$ cat config.mk
export PLATFORM = sky130hd
export DESIGN_NAME = bhtlp_home
export DESIGN_NICKNAME = d
export VERILOG_FILES = /design/src/hdl/bhtlp_pkg.sv /design/src/hdl/bhtlp_home.sv
export SDC_FILE = /design/constraint.sdc
export NUM_CORES = 1
export LEC_CHECK = 0
export BUFFER_PORTS_ARGS = -buffer_cell sky130_fd_sc_hd__clkbuf_2
export CAP_MARGIN = 20
export CORE_MARGIN = 5
export CORE_UTILIZATION = 45
export DETAILED_ROUTE_END_ITERATION = 8
export GPL_TIMING_DRIVEN = 0
export MAX_ROUTING_LAYER = met4
export PLACE_DENSITY = 0.63
export SYNTH_ARGS = -nofsm -noshare
export SYNTH_HDL_FRONTEND = slang
export SYNTH_SLANG_ARGS = --single-unit
export TNS_END_PERCENT = 1
$ cat constraint.sdc
create_clock -name clk -period 10.2 [get_ports clk]
set_clock_uncertainty 0.05 [all_clocks]
set_input_delay 2.55 -clock clk [delete_from_list [all_inputs] [get_ports clk]]
set_output_delay 2.55 -clock clk [all_outputs]
set_load 0.01 [all_outputs]
$ cat src/hdl/bhtlp_pkg.sv
// Package for the bucketed hash table: widths, status codes and defaults.
// No dependencies.
`default_nettype none
package bhtlp_pkg;
  localparam int unsigned BUCKETS_DEF = 32;
  localparam int unsigned SLOTS_DEF   = 16;
  localparam int unsigned KEY_W       = 52;
  localparam int unsigned PAY_W       = 64;
  localparam int unsigned DIV_W       = 6;
  localparam logic [DIV_W-1:0] DIV_RESET = 6'd31;

  typedef enum logic [2:0] {
    ST_INSERTED  = 3'd0,
    ST_DUPLICATE = 3'd1,
    ST_FULL      = 3'd2,
    ST_FOUND     = 3'd3,
    ST_NOT_FOUND = 3'd4
  } status_t;

  typedef struct packed {
    logic       lookup;
    logic [KEY_W-1:0] key;
    logic [PAY_W-1:0] payload;
  } req_t;

  typedef struct packed {
    status_t    status;
    logic [PAY_W-1:0] found_payload;
    logic [4:0] bucket_index;
    logic [3:0] slot_index;
  } rsp_t;
endpackage
`default_nettype wire

$ cat src/hdl/bhtlp_home.sv
// Home bucket unit: folds the key, then a shift-subtract remainder, one bit a cycle.
// Depends on bhtlp_pkg.
`default_nettype none
module bhtlp_home import bhtlp_pkg::*; #(
  parameter int unsigned BUCKETS = BUCKETS_DEF,
  localparam int unsigned BW = (BUCKETS > 1) ? $clog2(BUCKETS) : 1
) (
  input  wire logic             clk,
  input  wire logic             rst,
  input  wire logic             start,
  input  wire logic [KEY_W-1:0] key,
  input  wire logic [DIV_W-1:0] divisor,
  output logic                  done,
  output logic [BW-1:0]         home
);
  localparam int unsigned SUM_W = 16;
  localparam int unsigned CNT_W = 4;

  logic [SUM_W-1:0] sum;
  logic [DIV_W:0]   rem;
  logic [DIV_W-1:0] div;
  logic [CNT_W-1:0] cnt;
  logic             busy;
  logic [DIV_W:0]   trial;
  logic [SUM_W-1:0] fold;

  function automatic logic [SUM_W-1:0] dig(input logic [KEY_W-1:0] k, input int d);
    dig = SUM_W'(k[48-4*d +: 4]);
  endfunction

  function automatic logic [SUM_W-1:0] grp(input logic [KEY_W-1:0] k,
      input int d3, input int d2, input int d1, input int d0);
    grp = SUM_W'(dig(k, d3) * 1000) + SUM_W'(dig(k, d2) * 100) +
          SUM_W'(dig(k, d1) * 10) + dig(k, d0);
  endfunction

  // remainder wrapped onto the table: constant table over every divisor remainder
  function automatic logic [BW-1:0] bucket_wrap(input logic [DIV_W-1:0] r);
    bucket_wrap = '0;
    for (int i = 0; i < (1 << DIV_W); i++)
      if (r == DIV_W'(i)) bucket_wrap = BW'(i % BUCKETS);
  endfunction

  assign fold  = grp(key, 4, 5, 6, 7) + grp(key, 3, 2, 1, 0) + grp(key, 11, 10, 9, 8);
  assign trial = {rem[DIV_W-1:0], sum[SUM_W-1]};

  always_ff @(posedge clk) begin
    if (rst) begin
      busy <= 1'b0;
      done <= 1'b0;
    end else begin
      done <= 1'b0;
      if (start) begin
        busy <= 1'b1;
        cnt  <= '0;
        sum  <= fold;
        rem  <= '0;
        div  <= divisor;
      end else if (busy) begin
        sum <= sum << 1;
        if (trial >= {1'b0, div}) rem <= trial - {1'b0, div};
        else rem <= trial;
        cnt <= cnt + 1'b1;
        if (cnt == CNT_W'(SUM_W-1)) begin
          busy <= 1'b0;
          done <= 1'b1;
        end
      end
    end
  end

  // rem < divisor once finished; zero divisor leaves rem = fold bits, forced to 0
  always_comb begin
    if (div == '0) home = '0;
    else home = bucket_wrap(rem[DIV_W-1:0]);
  end
endmodule
`default_nettype wire

# After elaboration in Yosys (flattened, before gate mapping)
# Cells that the tools add are included.
# word_totals
reg_bits	34
inputBits	61
output_inout_bits	6
# op_classes
multipliers	9
muxes	73
magnitude_cmp	1
add_sub_neg	13
n_reduce_logical	5
n_eq_ne	64
bitwise_logic	2
# op_table
cell	n
$mux W5	63
$eq A6 B6 Y1 const B	32
$eq A6 B5 Y1 const B	16
$add A15 B8 Y16	3
$add A16 B4 Y16	3
$eq A6 B4 Y1 const B	8
$add A14 B11 Y15	3
$mul A4 B7 Y11 const B	3
$add A16 B16 Y16	2
$mux W16	2
$mul A4 B5 Y9 const B	3
$eq A6 B3 Y1 const B	4
$mul A4 B3 Y7 const B	3
$eq A6 B2 Y1 const B	2
$mux W6	2
$ge A7 B6 Y1	1
$eq A6 B1 Y1 const B	1
$logic_not A6 Y1	1
$sub A6 B6 Y6	1
$mux W1	5
$add A4 B1 Y4 const B	1
$eq A4 B4 Y1 const B	1
$mux W4	1
$reduce_and A2 Y1	2
3 further kinds	4

# Depth between registers and ports, before layout
# depth
depth_word	65
mapped_depth	23

# Worst setup path after synthesis
# OpenSTA, ideal clock, no wires.
# synth_timing
path_kind	input to register
from	input key[33]
to	register sum[11], data pin
required_ns	9.890
arrival_ns	7.983
slack_ns	1.907
path_buffers	0
path_stages	18
cell_sequence	fa_1 > inv_1 > fa_1 > inv_1 > ha_1 > a21oi_1 > xnor2_1 > fa_1 > fa_1 > fa_1 > fa_1 > ha_1 > ha_1 > a21o_1 > a21oi_1 > o21ai_0 > xor2_1 > mux2_2
# synth_between
elab_chain_cells	7
# synth_rtl
element	line	text
from (decl)	bhtlp_home.sv:11	input wire logic [KEY_W-1:0] key,
$mul A4 B7 Y11	bhtlp_home.sv:33	grp = SUM_W'(dig(k, d3) * 1000) + SUM_W'(dig(k, d2) * 100) +
$add A14 B11 Y15	bhtlp_home.sv:33	
$add A15 B8 Y16	bhtlp_home.sv:33	
$add A16 B4 Y16	bhtlp_home.sv:34	SUM_W'(dig(k, d1) * 10) + dig(k, d0);
$add A16 B16 Y16 (2 in series)	bhtlp_home.sv:44	assign fold = grp(key, 4, 5, 6, 7) + grp(key, 3, 2, 1, 0) + grp(key, 11, 10, 9, 8);
$mux W16	bhtlp_home.sv:53	if (start) begin
to (signal assigned)	bhtlp_home.sv:56	sum <= fold;
to (signal assigned)	bhtlp_home.sv:60	sum <= sum << 1;
to (decl)	bhtlp_home.sv:19	logic [SUM_W-1:0] sum;
# No other way between the ends.
# A chain may end at the register's enable or synchronous reset.

# Worst setup path after layout
# layout_timing
from	input key[5]
to	register sum[15], data pin
# layout_between
elab_chain_cells	6
# layout_rtl
element	line
$mul A4 B7 Y11	bhtlp_home.sv:33
$add A14 B11 Y15	bhtlp_home.sv:33
$add A15 B8 Y16	bhtlp_home.sv:33
$add A16 B4 Y16	bhtlp_home.sv:34
$add A16 B16 Y16	bhtlp_home.sv:44
$mux W16	bhtlp_home.sv:53
# No other way between the ends.

==> insert_results.sql <==
INSERT INTO impl_metrics (metric_group, metric, value, unit) VALUES
('status', 'status', 'finished, final reports clean', ''),
('yosys', 'synth_seq_cells', '34', ''),
('sta', 'setup_slack', '1.615', 'ns'),
('drt', 'drc_errors', '0', ''),
('yosys', 'synthAdderAreaFrac', '0.5285', ''),
('yosys', 'synth_top_family_by_area', 'adder cells', ''),
('die', 'core', '14420', 'sq um'),
('clock_network', 'clock_tree.root_cell', 'sky130_fd_sc_hd__clkbuf_16', ''),
('placed_design', 'hpwlAfterDp', '11.41', 'mm'),
('clock_network', 'hold_buffers', '0', ''),
('yosys', 'synth-main-ff-cell', 'sky130_fd_sc_hd__edfxtp_1', ''),
('layout', 'most_common_cell_after_layout_fill_and_taps_aside', 'sky130_fd_sc_hd__ha_1', ''),
('layout', 'fillerInstances', '1351', ''),
('clock_network', 'clock_insertion_delay_worst_skew', '0.28', 'ns'),
('critical_path', 'worstRegToRegCells', '8', ''),
('critical_path', 'crit_path_start', 'key[5]', ''),
('critical_path', 'crit-reg2reg-launch', 'div[1]$_DFFE_PP_', ''),
('global_routing', 'grt_remaining_overflow', '0', ''),
('placed_design', 'place.port_buffers', '61', ''),
('yosys', 'synth_top_area_frac', '0.2831', ''),
('clock_network', 'clockBufferDepth', '2', ''),
('layout', 'syn2layout_area_growth', '10.73', '%'),
('sta', 'slew_headroom', '0.5609', ''),
('yosys', 'simple_gate_share_of_the_synthesized_area', '0.05803', ''),
('critical_path', 'timing_worst_setup_path_type', 'input port to flop', ''),
('hold_path', 'timing.hold.worst.class', 'flop to flop', ''),
('die', 'placement_rows', '44', ''),
('layout', 'num_antenna_cells', '0', ''),
('sta', 'final.hold.worst_slack', '0.4386', 'ns'),
('drt', 'via_per_inst', '5.117', ''),
('sta', 'tightestPinTransition', '0.6579', 'ns'),
('layout', 'proportion_of_layout_cells_with_a_drive_suffix_above_1', '0.1201', ''),
('critical_path', 'r2r_end', 'rem[3]$_SDFFCE_PP0P_', ''),
('drt', 'postRouteAntennaNets', '0', ''),
('critical_path', 'critical_path_peak_fanout', '6', ''),
('drt', 'route.final.wire_length', '12.78', 'mm'),
('critical_path', 'timing.critical_path.from_type', 'input port', ''),
('sta', 'maxClockFrequency', '0.1165', 'GHz'),
('die', 'floorplan.die.height', '130.9', 'microns'),
('clock_network', 'clk_transition_reported_paths', '0.05', 'ns'),
('critical_path', 'crit_top_cell', 'sky130_fd_sc_hd__fa_1', ''),
('clock_network', 'post_cts_repair_setup_buffers', '0', ''),
('global_routing', 'maximum_number_of_pins_on_one_net_before_global_route_repair', '17', ''),
('yosys', 'synth_compound_gate_area_share', '0.1128', ''),
('global_routing', 'number_of_global_route_vias_before_repair', '5004', ''),
('global_routing', 'global_route_wire_length_before_repair', '22.57', 'mm'),
('critical_path', 'critical_path_top_delay_cell', 'sky130_fd_sc_hd__fa_1', ''),
('die', 'die_area', '17130', 'sq um'),
('yosys', 'post_synth_main_area_contributors', 'sky130_fd_sc_hd__fa_1 (28%), sky130_fd_sc_hd__ha_1 (25%), sky130_fd_sc_hd__edfxtp_1 (15%), sky130_fd_sc_hd__inv_1 (7.0%), sky130_fd_sc_hd__xnor2_1 (3.9%)', ''),
('yosys', 'netlist-cell-type-count', '49', ''),
('yosys', 'synthXorXnorAreaFrac', '0.05594', ''),
('clock_network', 'cts-htree-levels', '2', ''),
('critical_path', 'reg2reg_setup_slack', '7.87', 'ns'),
('critical_path', 'worstPathArrival', '8.53', 'ns'),
('global_routing', 'antenna_found_initial', '0', ''),
('yosys', 'mappedNetlistNets', '904', ''),
('placed_design', 'detailedPlace.worstSlack', '1.281', 'ns'),
('layout', 'most-common-layout-cells', 'sky130_fd_sc_hd__ha_1 (129), sky130_fd_sc_hd__inv_1 (123), sky130_fd_sc_hd__fa_1 (93)', ''),
('yosys', 'synth.avg_cell_area', '10.59', 'sq um'),
('yosys', 'synth_warnings', '0', ''),
('layout', 'fin_nets', '973', ''),
('yosys', 'synth_enable_flop_cells', '32', ''),
('drt', 'drt_first_iter_violations', '162', ''),
('clock_network', 'tritoncts', 'done', ''),
('die', 'die_x', '130.9', 'microns'),
('sta', 'finalHoldViolCount', '0', ''),
('critical_path', 'critical_path_s_largest_stage_delay', '0.67', 'ns'),
('sta', 'drv_slew', '0', ''),
('yosys', 'synth_cells', '621', ''),
('sta', 'final.period_utilization', '0.8417', ''),
('yosys', 'synth_top_area_cell', 'sky130_fd_sc_hd__fa_1', '');
metal layers:
layer  track usage  vias up  routed length (microns)  part of all wire
met5             -        -                        0                 0
met4       0.02238        0                       86            0.0067
met3       0.01829        9                      323             0.025
met2        0.2834       52                     6177              0.48
met1        0.2238     2200                     6190              0.48
li1              -     2216                        -                 -
worst min path at each step:
stage / from / endpoint / slack (ns) / depth (start not counted)
4_1_cts: busy$_SDFF_PP0_ / done$_SDFF_PP0_ / 0.45 / 1
3_5_place_dp: busy$_SDFF_PP0_ / done$_SDFF_PP0_ / 0.44 / 1
6_report: busy$_SDFF_PP0_ / done$_SDFF_PP0_ / 0.44 / 1
2_1_floorplan: busy$_SDFF_PP0_ / done$_SDFF_PP0_ / 0.41 / 1
5_1_grt: busy$_SDFF_PP0_ / done$_SDFF_PP0_ / 0.46 / 1
3_3_place_gp: busy$_SDFF_PP0_ / done$_SDFF_PP0_ / 0.43 / 1
state kept, by name, indices dropped and copies added (netlist names):
signal	count
rem	6
div	6
busy	1
cnt	4
sum	16
done	1
area by class of cell:
class	instances	area, sq um	share of cell area
multi-input cells	460	5101	0.7005
well taps	184	230.2	0.03162
plain buffers	4	15.01	0.002062
inverters	123	461.7	0.06340
clock inverters	1	7.507	0.001031
clock buffers	7	132.6	0.01821
flip-flops and latches	34	1001	0.1375
repair buffers	62	332.8	0.04570
Yosys cell counts (3+ instances only):
cell / number
sky130_fd_sc_hd__edfxtp_1: 32
sky130_fd_sc_hd__mux2_2: 9
sky130_fd_sc_hd__xnor2_1: 29
sky130_fd_sc_hd__ha_1: 129
sky130_fd_sc_hd__nand3_1: 8
sky130_fd_sc_hd__o21bai_1: 7
sky130_fd_sc_hd__clkbuf_1: 4
sky130_fd_sc_hd__a211oi_1: 5
sky130_fd_sc_hd__nor2_1: 22
sky130_fd_sc_hd__nand2b_1: 5
sky130_fd_sc_hd__mux2i_1: 3
sky130_fd_sc_hd__xor2_1: 13
sky130_fd_sc_hd__fa_1: 93
sky130_fd_sc_hd__inv_1: 123
sky130_fd_sc_hd__o21ai_0: 18
sky130_fd_sc_hd__and2_1: 5
sky130_fd_sc_hd__o21a_1: 10
sky130_fd_sc_hd__a21o_1: 15
sky130_fd_sc_hd__a21oi_1: 30
sky130_fd_sc_hd__nor2b_1: 5
sky130_fd_sc_hd__nand2_1: 14
worst max-delay path, delay by kind of cell:
kind / cells / cell delay [ns]
buf+inv: 3 / 0.31
xor+xnor: 2 / 0.39
compound gates: 6 / 1.12
fa+ha+maj: 9 / 4.15
kinds of logic after synthesis:
family,count (synthesis)
flip-flops,34
buffers and inverters,127
AO/OA/AOI/OAI,109
XOR/XNOR,42
multiplexers,12
adder cells (fa/ha/maj),222
AND/OR/NAND/NOR,75
through the flow:
step	cell area, sq um	cells
after floorplan	6576	621
after global placement	7112	866
after detailed placement	7142	867
after CTS	7282	875
after global routing	7282	875
final	7282	875
Power is not shown: default switching activity piles up to over one toggle a cycle in this logic, so the estimate is an artifact.
